<file path="src/sv/ltps_pkg.sv">
// ----------------------------------------------------------------------------
// ltps_pkg
// Shared types and constants of the raster to tiled pixel store.
// ----------------------------------------------------------------------------
package ltps_pkg;

  localparam int PIX_W      = 32;
  localparam int OUT_IDX_W  = 26;
  localparam int AREA_W     = 28;
  localparam int CFG_DATA_W = 14;
  localparam int CFG_IDX_W  = 3;
  localparam int M_TDATA_W  = 64;

  localparam logic [1:0] LAYOUT_LINEAR = 2'd0;
  localparam logic [1:0] LAYOUT_TILED  = 2'd1;
  localparam logic [1:0] LAYOUT_SUPER  = 2'd2;

  typedef enum logic [CFG_IDX_W-1:0] {
    REG_LAYOUT_MODE = 3'd0,
    REG_DEST_X      = 3'd1,
    REG_DEST_Y      = 3'd2,
    REG_DEST_WIDTH  = 3'd3,
    REG_DEST_HEIGHT = 3'd4,
    REG_DEST_PITCH  = 3'd5,
    REG_SRC_WIDTH   = 3'd6,
    REG_SRC_HEIGHT  = 3'd7
  } cfg_reg_t;

  typedef struct packed {
    logic [1:0]  layout_mode;
    logic [12:0] dest_x;
    logic [12:0] dest_y;
    logic [13:0] dest_width;
    logic [13:0] dest_height;
    logic [13:0] dest_pitch;
    logic [13:0] src_width;
    logic [13:0] src_height;
  } cfg_t;

  typedef struct packed {
    logic valid;
    logic last;
  } stage_ctl_t;

endpackage

</file>
<file path="src/sv/linear_to_tiled_pixel_store.sv">
// ----------------------------------------------------------------------------
// linear_to_tiled_pixel_store
// Raster order pixel stream to destination word index for linear, 4x4 tiled
// and 64x64 super-tiled surfaces.
// ----------------------------------------------------------------------------
// Usage:
//   Slave side takes one 32-bit pixel per transaction, in raster order over
//   the source rectangle. Master side returns each pixel with its destination
//   word index; tlast marks the final pixel of the rectangle and tuser flags
//   an index not below dest_width * dest_height.
//   An accepted transaction passes the input register, the row multiply
//   register and the output register, in that order, to the master side. One
//   transaction per cycle is sustained while the master side does not stall;
//   the single row multiplier in the middle stage sets the stage depth.
//   A stalled master side holds the output register; the stages behind it
//   keep filling, and s_tready drops only when all three stages are full.
//   s_tready is high whenever the output register is empty or m_tready is high.
//   Reset empties the stages, clears the column and row counters and loads
//   the register defaults (linear layout, 256 x 256 surface and rectangle).
//   Write registers through cfg_we / cfg_index / cfg_data only while idle.
// ----------------------------------------------------------------------------
module linear_to_tiled_pixel_store #(
  parameter int COORD_BITS = 13
) (
  input  logic                              clk,
  input  logic                              rst,
  input  logic                              cfg_we,
  input  logic [ltps_pkg::CFG_IDX_W-1:0]    cfg_index,
  input  logic [ltps_pkg::CFG_DATA_W-1:0]   cfg_data,
  input  logic                              s_tvalid,
  output logic                              s_tready,
  input  logic [ltps_pkg::PIX_W-1:0]        s_tdata,   // [31:0] pixel_in
  output logic                              m_tvalid,
  input  logic                              m_tready,
  output logic [ltps_pkg::M_TDATA_W-1:0]    m_tdata,   // [25:0] dest_index, [57:26] pixel_out
  output logic                              m_tlast,
  output logic                              m_tuser    // [0] out_of_range
);

  localparam int CW = ((COORD_BITS > 13) ? COORD_BITS : 13) + 1;
  localparam int PW = CW + 20;
  localparam int RW = CW + 6;

  ltps_pkg::cfg_t                  cfg;
  logic [ltps_pkg::AREA_W-1:0]     area;
  logic [CW-1:0]                   xc;
  logic [CW-1:0]                   yc;
  logic                            last;
  ltps_pkg::stage_ctl_t            in_ctl;
  ltps_pkg::stage_ctl_t            mul_ctl;
  logic                            mul_ready;
  logic [PW-1:0]                   prod;
  logic [RW-1:0]                   rest;
  logic [ltps_pkg::PIX_W-1:0]      pixel;

  assign in_ctl = '{valid: s_tvalid, last: last};

  ltps_cfg u_cfg (
    .clk       (clk),
    .rst       (rst),
    .cfg_we    (cfg_we),
    .cfg_index (cfg_index),
    .cfg_data  (cfg_data),
    .cfg       (cfg),
    .area      (area)
  );

  ltps_coord #(.COORD_BITS(COORD_BITS)) u_coord (
    .clk     (clk),
    .rst     (rst),
    .cfg     (cfg),
    .advance (s_tvalid && s_tready),
    .xc      (xc),
    .yc      (yc),
    .last    (last)
  );

  ltps_mul #(.COORD_BITS(COORD_BITS)) u_mul (
    .clk       (clk),
    .rst       (rst),
    .cfg       (cfg),
    .in_ctl    (in_ctl),
    .in_ready  (s_tready),
    .pixel_in  (s_tdata),
    .xc        (xc),
    .yc        (yc),
    .out_ctl   (mul_ctl),
    .out_ready (mul_ready),
    .prod      (prod),
    .rest      (rest),
    .pixel     (pixel)
  );

  ltps_out #(.COORD_BITS(COORD_BITS)) u_out (
    .clk      (clk),
    .rst      (rst),
    .cfg      (cfg),
    .area     (area),
    .in_ctl   (mul_ctl),
    .in_ready (mul_ready),
    .prod     (prod),
    .rest     (rest),
    .pixel    (pixel),
    .m_tvalid (m_tvalid),
    .m_tready (m_tready),
    .m_tdata  (m_tdata),
    .m_tlast  (m_tlast),
    .m_tuser  (m_tuser)
  );

endmodule

</file>
<file path="src/sv/ltps_cfg.sv">
// ----------------------------------------------------------------------------
// ltps_cfg
// Configuration register file and registered destination area.
// ----------------------------------------------------------------------------
module ltps_cfg (
  input  logic                              clk,
  input  logic                              rst,
  input  logic                              cfg_we,
  input  logic [ltps_pkg::CFG_IDX_W-1:0]    cfg_index,
  input  logic [ltps_pkg::CFG_DATA_W-1:0]   cfg_data,
  output ltps_pkg::cfg_t                    cfg,
  output logic [ltps_pkg::AREA_W-1:0]       area
);

  always_ff @(posedge clk) begin
    if (rst) begin
      cfg.layout_mode <= ltps_pkg::LAYOUT_LINEAR;
      cfg.dest_x      <= 13'd0;
      cfg.dest_y      <= 13'd0;
      cfg.dest_width  <= 14'd256;
      cfg.dest_height <= 14'd256;
      cfg.dest_pitch  <= 14'd256;
      cfg.src_width   <= 14'd256;
      cfg.src_height  <= 14'd256;
    end else if (cfg_we) begin
      unique case (ltps_pkg::cfg_reg_t'(cfg_index))
        ltps_pkg::REG_LAYOUT_MODE: cfg.layout_mode <= cfg_data[1:0];
        ltps_pkg::REG_DEST_X:      cfg.dest_x      <= cfg_data[12:0];
        ltps_pkg::REG_DEST_Y:      cfg.dest_y      <= cfg_data[12:0];
        ltps_pkg::REG_DEST_WIDTH:  cfg.dest_width  <= cfg_data;
        ltps_pkg::REG_DEST_HEIGHT: cfg.dest_height <= cfg_data;
        ltps_pkg::REG_DEST_PITCH:  cfg.dest_pitch  <= cfg_data;
        ltps_pkg::REG_SRC_WIDTH:   cfg.src_width   <= cfg_data;
        ltps_pkg::REG_SRC_HEIGHT:  cfg.src_height  <= cfg_data;
        default: ;
      endcase
    end
  end

  always_ff @(posedge clk) begin
    area <= ltps_pkg::AREA_W'(cfg.dest_width) * ltps_pkg::AREA_W'(cfg.dest_height);
  end

endmodule

</file>
<file path="src/sv/ltps_coord.sv">
// ----------------------------------------------------------------------------
// ltps_coord
// Column and row counters and destination coordinates of the next pixel.
// ----------------------------------------------------------------------------
module ltps_coord #(
  parameter  int COORD_BITS = 13,
  localparam int CW         = ((COORD_BITS > 13) ? COORD_BITS : 13) + 1
) (
  input  logic            clk,
  input  logic            rst,
  input  ltps_pkg::cfg_t  cfg,
  input  logic            advance,
  output logic [CW-1:0]   xc,
  output logic [CW-1:0]   yc,
  output logic            last
);

  localparam int EW = (COORD_BITS + 1 > 14) ? COORD_BITS + 1 : 14;
  localparam logic [EW-1:0] CAP = EW'(1) << COORD_BITS;

  logic [COORD_BITS-1:0] column_count;
  logic [COORD_BITS-1:0] row_count;
  logic [COORD_BITS-1:0] column_count_next;
  logic [COORD_BITS-1:0] row_count_next;
  logic [EW-1:0]         sw;
  logic [EW-1:0]         sh;
  logic [EW-1:0]         ew;
  logic [EW-1:0]         eh;
  logic [EW-1:0]         col_inc;
  logic [EW-1:0]         row_inc;
  logic                  row_end;
  logic                  rect_end;

  always_comb begin
    sw = EW'(cfg.src_width);
    sh = EW'(cfg.src_height);
    ew = (sw == '0) ? EW'(1) : ((sw > CAP) ? CAP : sw);
    eh = (sh == '0) ? EW'(1) : ((sh > CAP) ? CAP : sh);
    col_inc  = EW'(column_count) + EW'(1);
    row_inc  = EW'(row_count) + EW'(1);
    row_end  = col_inc >= ew;
    rect_end = row_inc >= eh;
    last     = row_end && rect_end;
    xc = CW'(cfg.dest_x) + CW'(column_count);
    yc = CW'(cfg.dest_y) + CW'(row_count);
    if (row_end) begin
      column_count_next = '0;
      row_count_next    = rect_end ? '0 : row_inc[COORD_BITS-1:0];
    end else begin
      column_count_next = col_inc[COORD_BITS-1:0];
      row_count_next    = row_count;
    end
  end

  always_ff @(posedge clk) begin
    if (rst) begin
      column_count <= '0;
      row_count    <= '0;
    end else if (advance) begin
      column_count <= column_count_next;
      row_count    <= row_count_next;
    end
  end

endmodule

</file>
<file path="src/sv/ltps_mul.sv">
// ----------------------------------------------------------------------------
// ltps_mul
// Input register and row product stage: row term times pitch or super-tile
// row stride, and the in-tile offset that the output stage adds to it.
// ----------------------------------------------------------------------------
module ltps_mul #(
  parameter  int COORD_BITS = 13,
  localparam int CW         = ((COORD_BITS > 13) ? COORD_BITS : 13) + 1,
  localparam int PW         = CW + 20,
  localparam int RW         = CW + 6
) (
  input  logic                           clk,
  input  logic                           rst,
  input  ltps_pkg::cfg_t                 cfg,
  input  ltps_pkg::stage_ctl_t           in_ctl,
  output logic                           in_ready,
  input  logic [ltps_pkg::PIX_W-1:0]     pixel_in,
  input  logic [CW-1:0]                  xc,
  input  logic [CW-1:0]                  yc,
  output ltps_pkg::stage_ctl_t           out_ctl,
  input  logic                           out_ready,
  output logic [PW-1:0]                  prod,
  output logic [RW-1:0]                  rest,
  output logic [ltps_pkg::PIX_W-1:0]     pixel
);

  ltps_pkg::stage_ctl_t          ctl1;
  logic [ltps_pkg::PIX_W-1:0]    pixel1;
  logic [CW-1:0]                 xc1;
  logic [CW-1:0]                 yc1;
  logic                          ready1;
  logic                          ready2;
  logic [CW-1:0]                 mul_a;
  logic [19:0]                   mul_b;
  logic [RW-1:0]                 rest_next;

  assign ready2   = !out_ctl.valid || out_ready;
  assign ready1   = !ctl1.valid || ready2;
  assign in_ready = ready1;

  always_comb begin
    mul_b = 20'(cfg.dest_pitch);
    case (cfg.layout_mode)
      ltps_pkg::LAYOUT_TILED: begin
        mul_a     = yc1 >> 2;
        rest_next = RW'({xc1[CW-1:2], yc1[1:0], xc1[1:0]});
      end
      ltps_pkg::LAYOUT_SUPER: begin
        mul_a     = yc1 >> 6;
        mul_b     = {cfg.dest_width, 6'b0};
        rest_next = {xc1[CW-1:6], yc1[5], xc1[5], yc1[4], xc1[4], yc1[3], xc1[3],
                     yc1[2], xc1[2], yc1[1:0], xc1[1:0]};
      end
      default: begin
        mul_a     = yc1;
        rest_next = RW'(xc1);
      end
    endcase
  end

  always_ff @(posedge clk) begin
    if (rst) begin
      ctl1.valid    <= 1'b0;
      out_ctl.valid <= 1'b0;
    end else begin
      if (ready1) begin
        ctl1.valid <= in_ctl.valid;
      end
      if (ready2) begin
        out_ctl.valid <= ctl1.valid;
      end
    end
    if (ready1 && in_ctl.valid) begin
      ctl1.last <= in_ctl.last;
      pixel1    <= pixel_in;
      xc1       <= xc;
      yc1       <= yc;
    end
    if (ready2 && ctl1.valid) begin
      out_ctl.last <= ctl1.last;
      pixel        <= pixel1;
      prod         <= PW'(mul_a) * PW'(mul_b);
      rest         <= rest_next;
    end
  end

endmodule

</file>
<file path="src/sv/ltps_out.sv">
// ----------------------------------------------------------------------------
// ltps_out
// Final index sum, range check against the destination area and output
// register of the master side.
// ----------------------------------------------------------------------------
module ltps_out #(
  parameter  int COORD_BITS = 13,
  localparam int CW         = ((COORD_BITS > 13) ? COORD_BITS : 13) + 1,
  localparam int PW         = CW + 20,
  localparam int RW         = CW + 6,
  localparam int IW         = CW + 22
) (
  input  logic                              clk,
  input  logic                              rst,
  input  ltps_pkg::cfg_t                    cfg,
  input  logic [ltps_pkg::AREA_W-1:0]       area,
  input  ltps_pkg::stage_ctl_t              in_ctl,
  output logic                              in_ready,
  input  logic [PW-1:0]                     prod,
  input  logic [RW-1:0]                     rest,
  input  logic [ltps_pkg::PIX_W-1:0]        pixel,
  output logic                              m_tvalid,
  input  logic                              m_tready,
  output logic [ltps_pkg::M_TDATA_W-1:0]    m_tdata,
  output logic                              m_tlast,
  output logic                              m_tuser
);

  logic [IW-1:0] idx;
  logic          oor;

  assign in_ready = !m_tvalid || m_tready;

  always_comb begin
    if (cfg.layout_mode == ltps_pkg::LAYOUT_TILED) begin
      idx = IW'({prod, 2'b00}) + IW'(rest);
    end else begin
      idx = IW'(prod) + IW'(rest);
    end
    oor = idx >= IW'(area);
  end

  always_ff @(posedge clk) begin
    if (rst) begin
      m_tvalid <= 1'b0;
    end else if (in_ready) begin
      m_tvalid <= in_ctl.valid;
    end
  end

  always_ff @(posedge clk) begin
    if (in_ready && in_ctl.valid) begin
      m_tdata <= {6'b0, pixel, idx[ltps_pkg::OUT_IDX_W-1:0]};
      m_tlast <= in_ctl.last;
      m_tuser <= oor;
    end
  end

endmodule

</file>
<file path="config.mk">
export PLATFORM = sky130hd
export DESIGN_NAME = linear_to_tiled_pixel_store
export DESIGN_NICKNAME = d
export VERILOG_FILES = /design/src/sv/ltps_pkg.sv /design/src/sv/linear_to_tiled_pixel_store.sv /design/src/sv/ltps_cfg.sv /design/src/sv/ltps_coord.sv /design/src/sv/ltps_mul.sv /design/src/sv/ltps_out.sv
export SDC_FILE = /design/constraint.sdc
export NUM_CORES = 2
export LEC_CHECK = 0
export ABC_AREA = 1
export BUFFER_PORTS_ARGS = -buffer_cell sky130_fd_sc_hd__buf_2
export CORE_MARGIN = 1
export CORE_UTILIZATION = 25
export DETAILED_ROUTE_END_ITERATION = 8
export SLEW_MARGIN = 0
export SYNTH_ARGS = -nofsm -noshare
export SYNTH_HDL_FRONTEND = slang
export SYNTH_SLANG_ARGS = --single-unit
</file>
<file path="constraint.sdc">
create_clock -name clk -period 19.51 [get_ports clk]
set_input_delay 0 -clock clk [delete_from_list [all_inputs] [get_ports clk]]
set_output_delay 0 -clock clk [all_outputs]
set_load 0.1 [all_outputs]
</file>
==> out/qor.csv <==
stage,metric,value,unit
placement,Port Buffers,115,
detailed_routing,via count,27550,
logic_synthesis,mux cell area share after synthesis,0.08775,%
setup_path,worst reg2reg path startpoint,u_cfg.cfg[96]$_SDFFE_PP0P_,
setup_path,max incr delay on CP,0.68,ns
floorplan,io pins,122,
power_and_ir_drop,Power Dens Cells,57.56,nW/um^2
finish,# fillers,14530,
timing,worst hold slack,0.1180,ns
finish,Ant. Diodes,0,
setup_path,"most used cell, CP",fa_1,
logic_synthesis,Synth Register Bits,363,
grt,antenna violations before repair,8,
logic_synthesis,cell area after synthesis,34220,sq um
timing,final setup vio count,0,
outcome,outcome,"finished, final reports clean",
placement,Inst Count DP,6003,
setup_path,CP max stage cell,o22ai_2,
logic_synthesis,Synth Area in Simple Gates,19.09,%
grt,largest net degree at the start of global routing,76,
clocking,"Clk pin slew, worst setup/hold paths",0.06,ns
grt,vias in the first global route,27160,
finish,multi-input gate area in the final layout,21440,sq um
timing,Slew HR,15.68,%
worst_hold_path,Hold Path Class,input pin to flop,
clocking,CTS tree,built,
setup_path,Top Family by Delay on Critical Path,adder cells,
detailed_routing,Routed Antenna Nets,0,
grt,gr usage total,13.97,%
detailed_routing,DRT Pass-1 Iters,5,
timing,final hold vios,0,
setup_path,WP data arrival,8.34,ns
detailed_routing,Detailed Route Iter0 Violations,2043,
grt,met3 usage,2.697,%
flow_run,maxcap violations,0,
finish,Layout Cells excl Fill,6130,
power_and_ir_drop,Worst VDD drop,0.00005526,V
clocking,CTS buffer count,39,
logic_synthesis,sequential area share after synthesis,27.32,%
detailed_routing,DRC errors left,0,
logic_synthesis,synth warn,0,
grt,grt met1 use,19.72,%
finish,Final #Nets,5045,
detailed_routing,WL per Instance,15.84,um
logic_synthesis,XOR/XNOR Fraction of Synth Area,3.046,%
logic_synthesis,Synth Area in Compound Gates,7.872,%
setup_path,CP Buf/Inv Count,6,
clocking,Resized cells post-CTS,0,
grt,GRT busiest layer,met2,
floorplan,Initial Util,25.23,%
setup_path,CP endpoint kind,flop,
timing,TNS Setup,0,ns
finish,ratio of cells with drive above 1 in the final layout,6.139,%
floorplan,FP Rows,135,
logic_synthesis,main combinational cell family by area after synthesis,adder cells,
setup_path,WP data required,19.84,ns
finish,"most common cell after layout, fill and taps aside",nand2_1,
finish,Syn-to-layout area delta,13.17,%
logic_synthesis,Synth Flop Type,edfxtp_1,
clocking,H-tree Lvls,2,
logic_synthesis,Async SR Flop Fraction,0,%
logic_synthesis,Synth Area per Inst,8.196,sq um
floorplan,Die Wd,372.0,um
timing,RSZ-0062 raised after global routing,false,
power_and_ir_drop,Lkg Pwr,0.01904,uW
placement,DP HPWL,77.41,mm
grt,met2 Usage GRT,21.34,%
clocking,CTS Sinks,363,
finish,"commonest cells after routing, fill and taps aside","964 x nand2_1, 793 x inv_1, 451 x nor2_1, 358 x fa_1, 315 x ha_1",
logic_synthesis,library cells used by synthesis,57,
timing,f_max,124.8,MHz
setup_path,CP Class,flop to flop,
finish,Seq. cell area,9349,sq um
logic_synthesis,Post-synth EDFFs,208,
logic_synthesis,Post-Syn Instances,4175,
timing,Final period util,41.07,%
setup_path,CP max FO,24,
clocking,clk_lat worst skew,0.58,ns
detailed_routing,vias per cell,4.493,
worst_hold_path,HP Start,cfg_we,
floorplan,die area,138400,sq um
setup_path,CP Cell Sequence,"inv_1, ha_1, inv_1, nand2_1, o22ai_2, inv_2, nor2_1, fa_1, fa_1, fa_1, fa_1, fa_1, inv_1, fa_1, inv_1, ha_1, nand2_1, inv_1, a21oi_1, o21ai_0, a221oi_1, nand2_1, xor2_1",
grt,total global routing overflow,0,
placement,GP Congestion,0.9392,
grt,first-pass GRT wire length,151.5,mm
clocking,clk buf depth,3,
floorplan,Die Ht,372.0,um
setup_path,CP startpoint,u_cfg.cfg[96]$_SDFFE_PP0P_,
logic_synthesis,adder-cell share of the synthesized area,32.46,%
timing,Tmin final,8.014,ns
timing,Worst Max-Slew Pin Slew,1.260,ns
setup_path,Critical Path Start Type,flop,
timing,fin. max-slew vios,0,
clocking,clk root buf,clkbuf_16,
floorplan,core box area,135600,sq um
timing,Clock Skew,0.01554,ns
detailed_routing,Routed Wire Length,97.12,mm
## per-stage QoR
step,util [%],total power [uW],setup WS [ns],cell area (sq um)
detailed placement,27.17,1457,11.57,36850
global route,28.55,2351,10.97,38730
floorplan,-,1287,13.03,34240
finish,28.55,2229,11.50,38730
global placement,27.17,1450,11.66,36850
CTS,28.55,2245,11.57,38730
## power breakdown
group | switching [uW] | internal, uW
combinational | 394 | 176
sequential | 30.0 | 856
clock | 341 | 433
## area by class of cell
type                       count  area share (%)
timing repair buffer         199           3.470
sequential                   363           24.14
inverter                     808           7.838
multi-input combinational   2907           55.37
tap                         1781           5.754
clock inverter                25          0.6462
clock buffer                  47           2.785
## registers in the layout, summed over array words and instances (netlist names)
register	count
u_mul.xc1	14
u_mul.pixel1	32
u_out.m_tuser	1
u_coord.row_count	13
u_out.m_tvalid	1
u_mul.rest	20
u_mul.ctl1	2
u_out.m_tdata	58
u_cfg.area	28
u_mul.yc1	14
u_coord.column_count	13
u_mul.out_ctl	2
u_out.m_tlast	1
u_mul.prod	34
u_mul.pixel	32
u_cfg.cfg	98
## logic make-up (layout without fill, tap and decap cells)
group,count (synthesis),in the layout
compound gates,482,482
xor+xnor,119,119
fa+ha+maj,673,673
buf+inv,910,1079
flops,363,363
mux,3,3
other cells,1,6
simple gates,1624,1624
## synthesized netlist by cell type (all sizes together) (24+ instances only)
library cell | count | share of area (%)
nand2 | 968 | 11
clkbuf | 78 | 0.86
xor2 | 83 | 2.1
edfxtp | 208 | 18
nor2 | 459 | 5.1
ha | 315 | 12
o21ai | 190 | 2.8
buf | 24 | 0.39
nand3 | 109 | 1.7
dfxtp | 155 | 9.1
a21oi | 197 | 2.9
xnor2 | 36 | 0.92
fa | 358 | 21
inv | 803 | 8.8
## worst min-delay path: stages
cell and delay, ns:
buf_2 0.10, nand2_1 0.17, nor2_1 0.20, nand2_1 0.10, nand3_1 0.06
## path summary, 6_finish.rpt
check	to	slack (ns)	cells past startpoint
worst min register to register	u_mul.pixel[28]$_DFFE_PP_	0.41	0
worst max-delay path	u_mul.prod[32]$_DFFE_PP_	11.50	23
worst max register to register	u_mul.prod[32]$_DFFE_PP_	11.50	23
worst min-delay path	u_cfg.cfg[8]$_SDFFE_PP1P_	0.12	5
## metal layers
| layer | up-vias | share of wire, % |
|---|---|---|
| met4 | 8 | 3.1 |
| met1 | 13140 | 47 |
| met5 | - | 0.098 |
| met2 | 917 | 42 |
| met3 | 156 | 7.7 |
| li1 | 13330 | - |
## timing repair
item,in CTS,in global routing
endpoints found under the hold margin,158,0
hold buffers,55,0
setup buffers,0,0
endpoints found under the setup margin,0,0
Note: power is estimated with default switching activity, not from simulation.
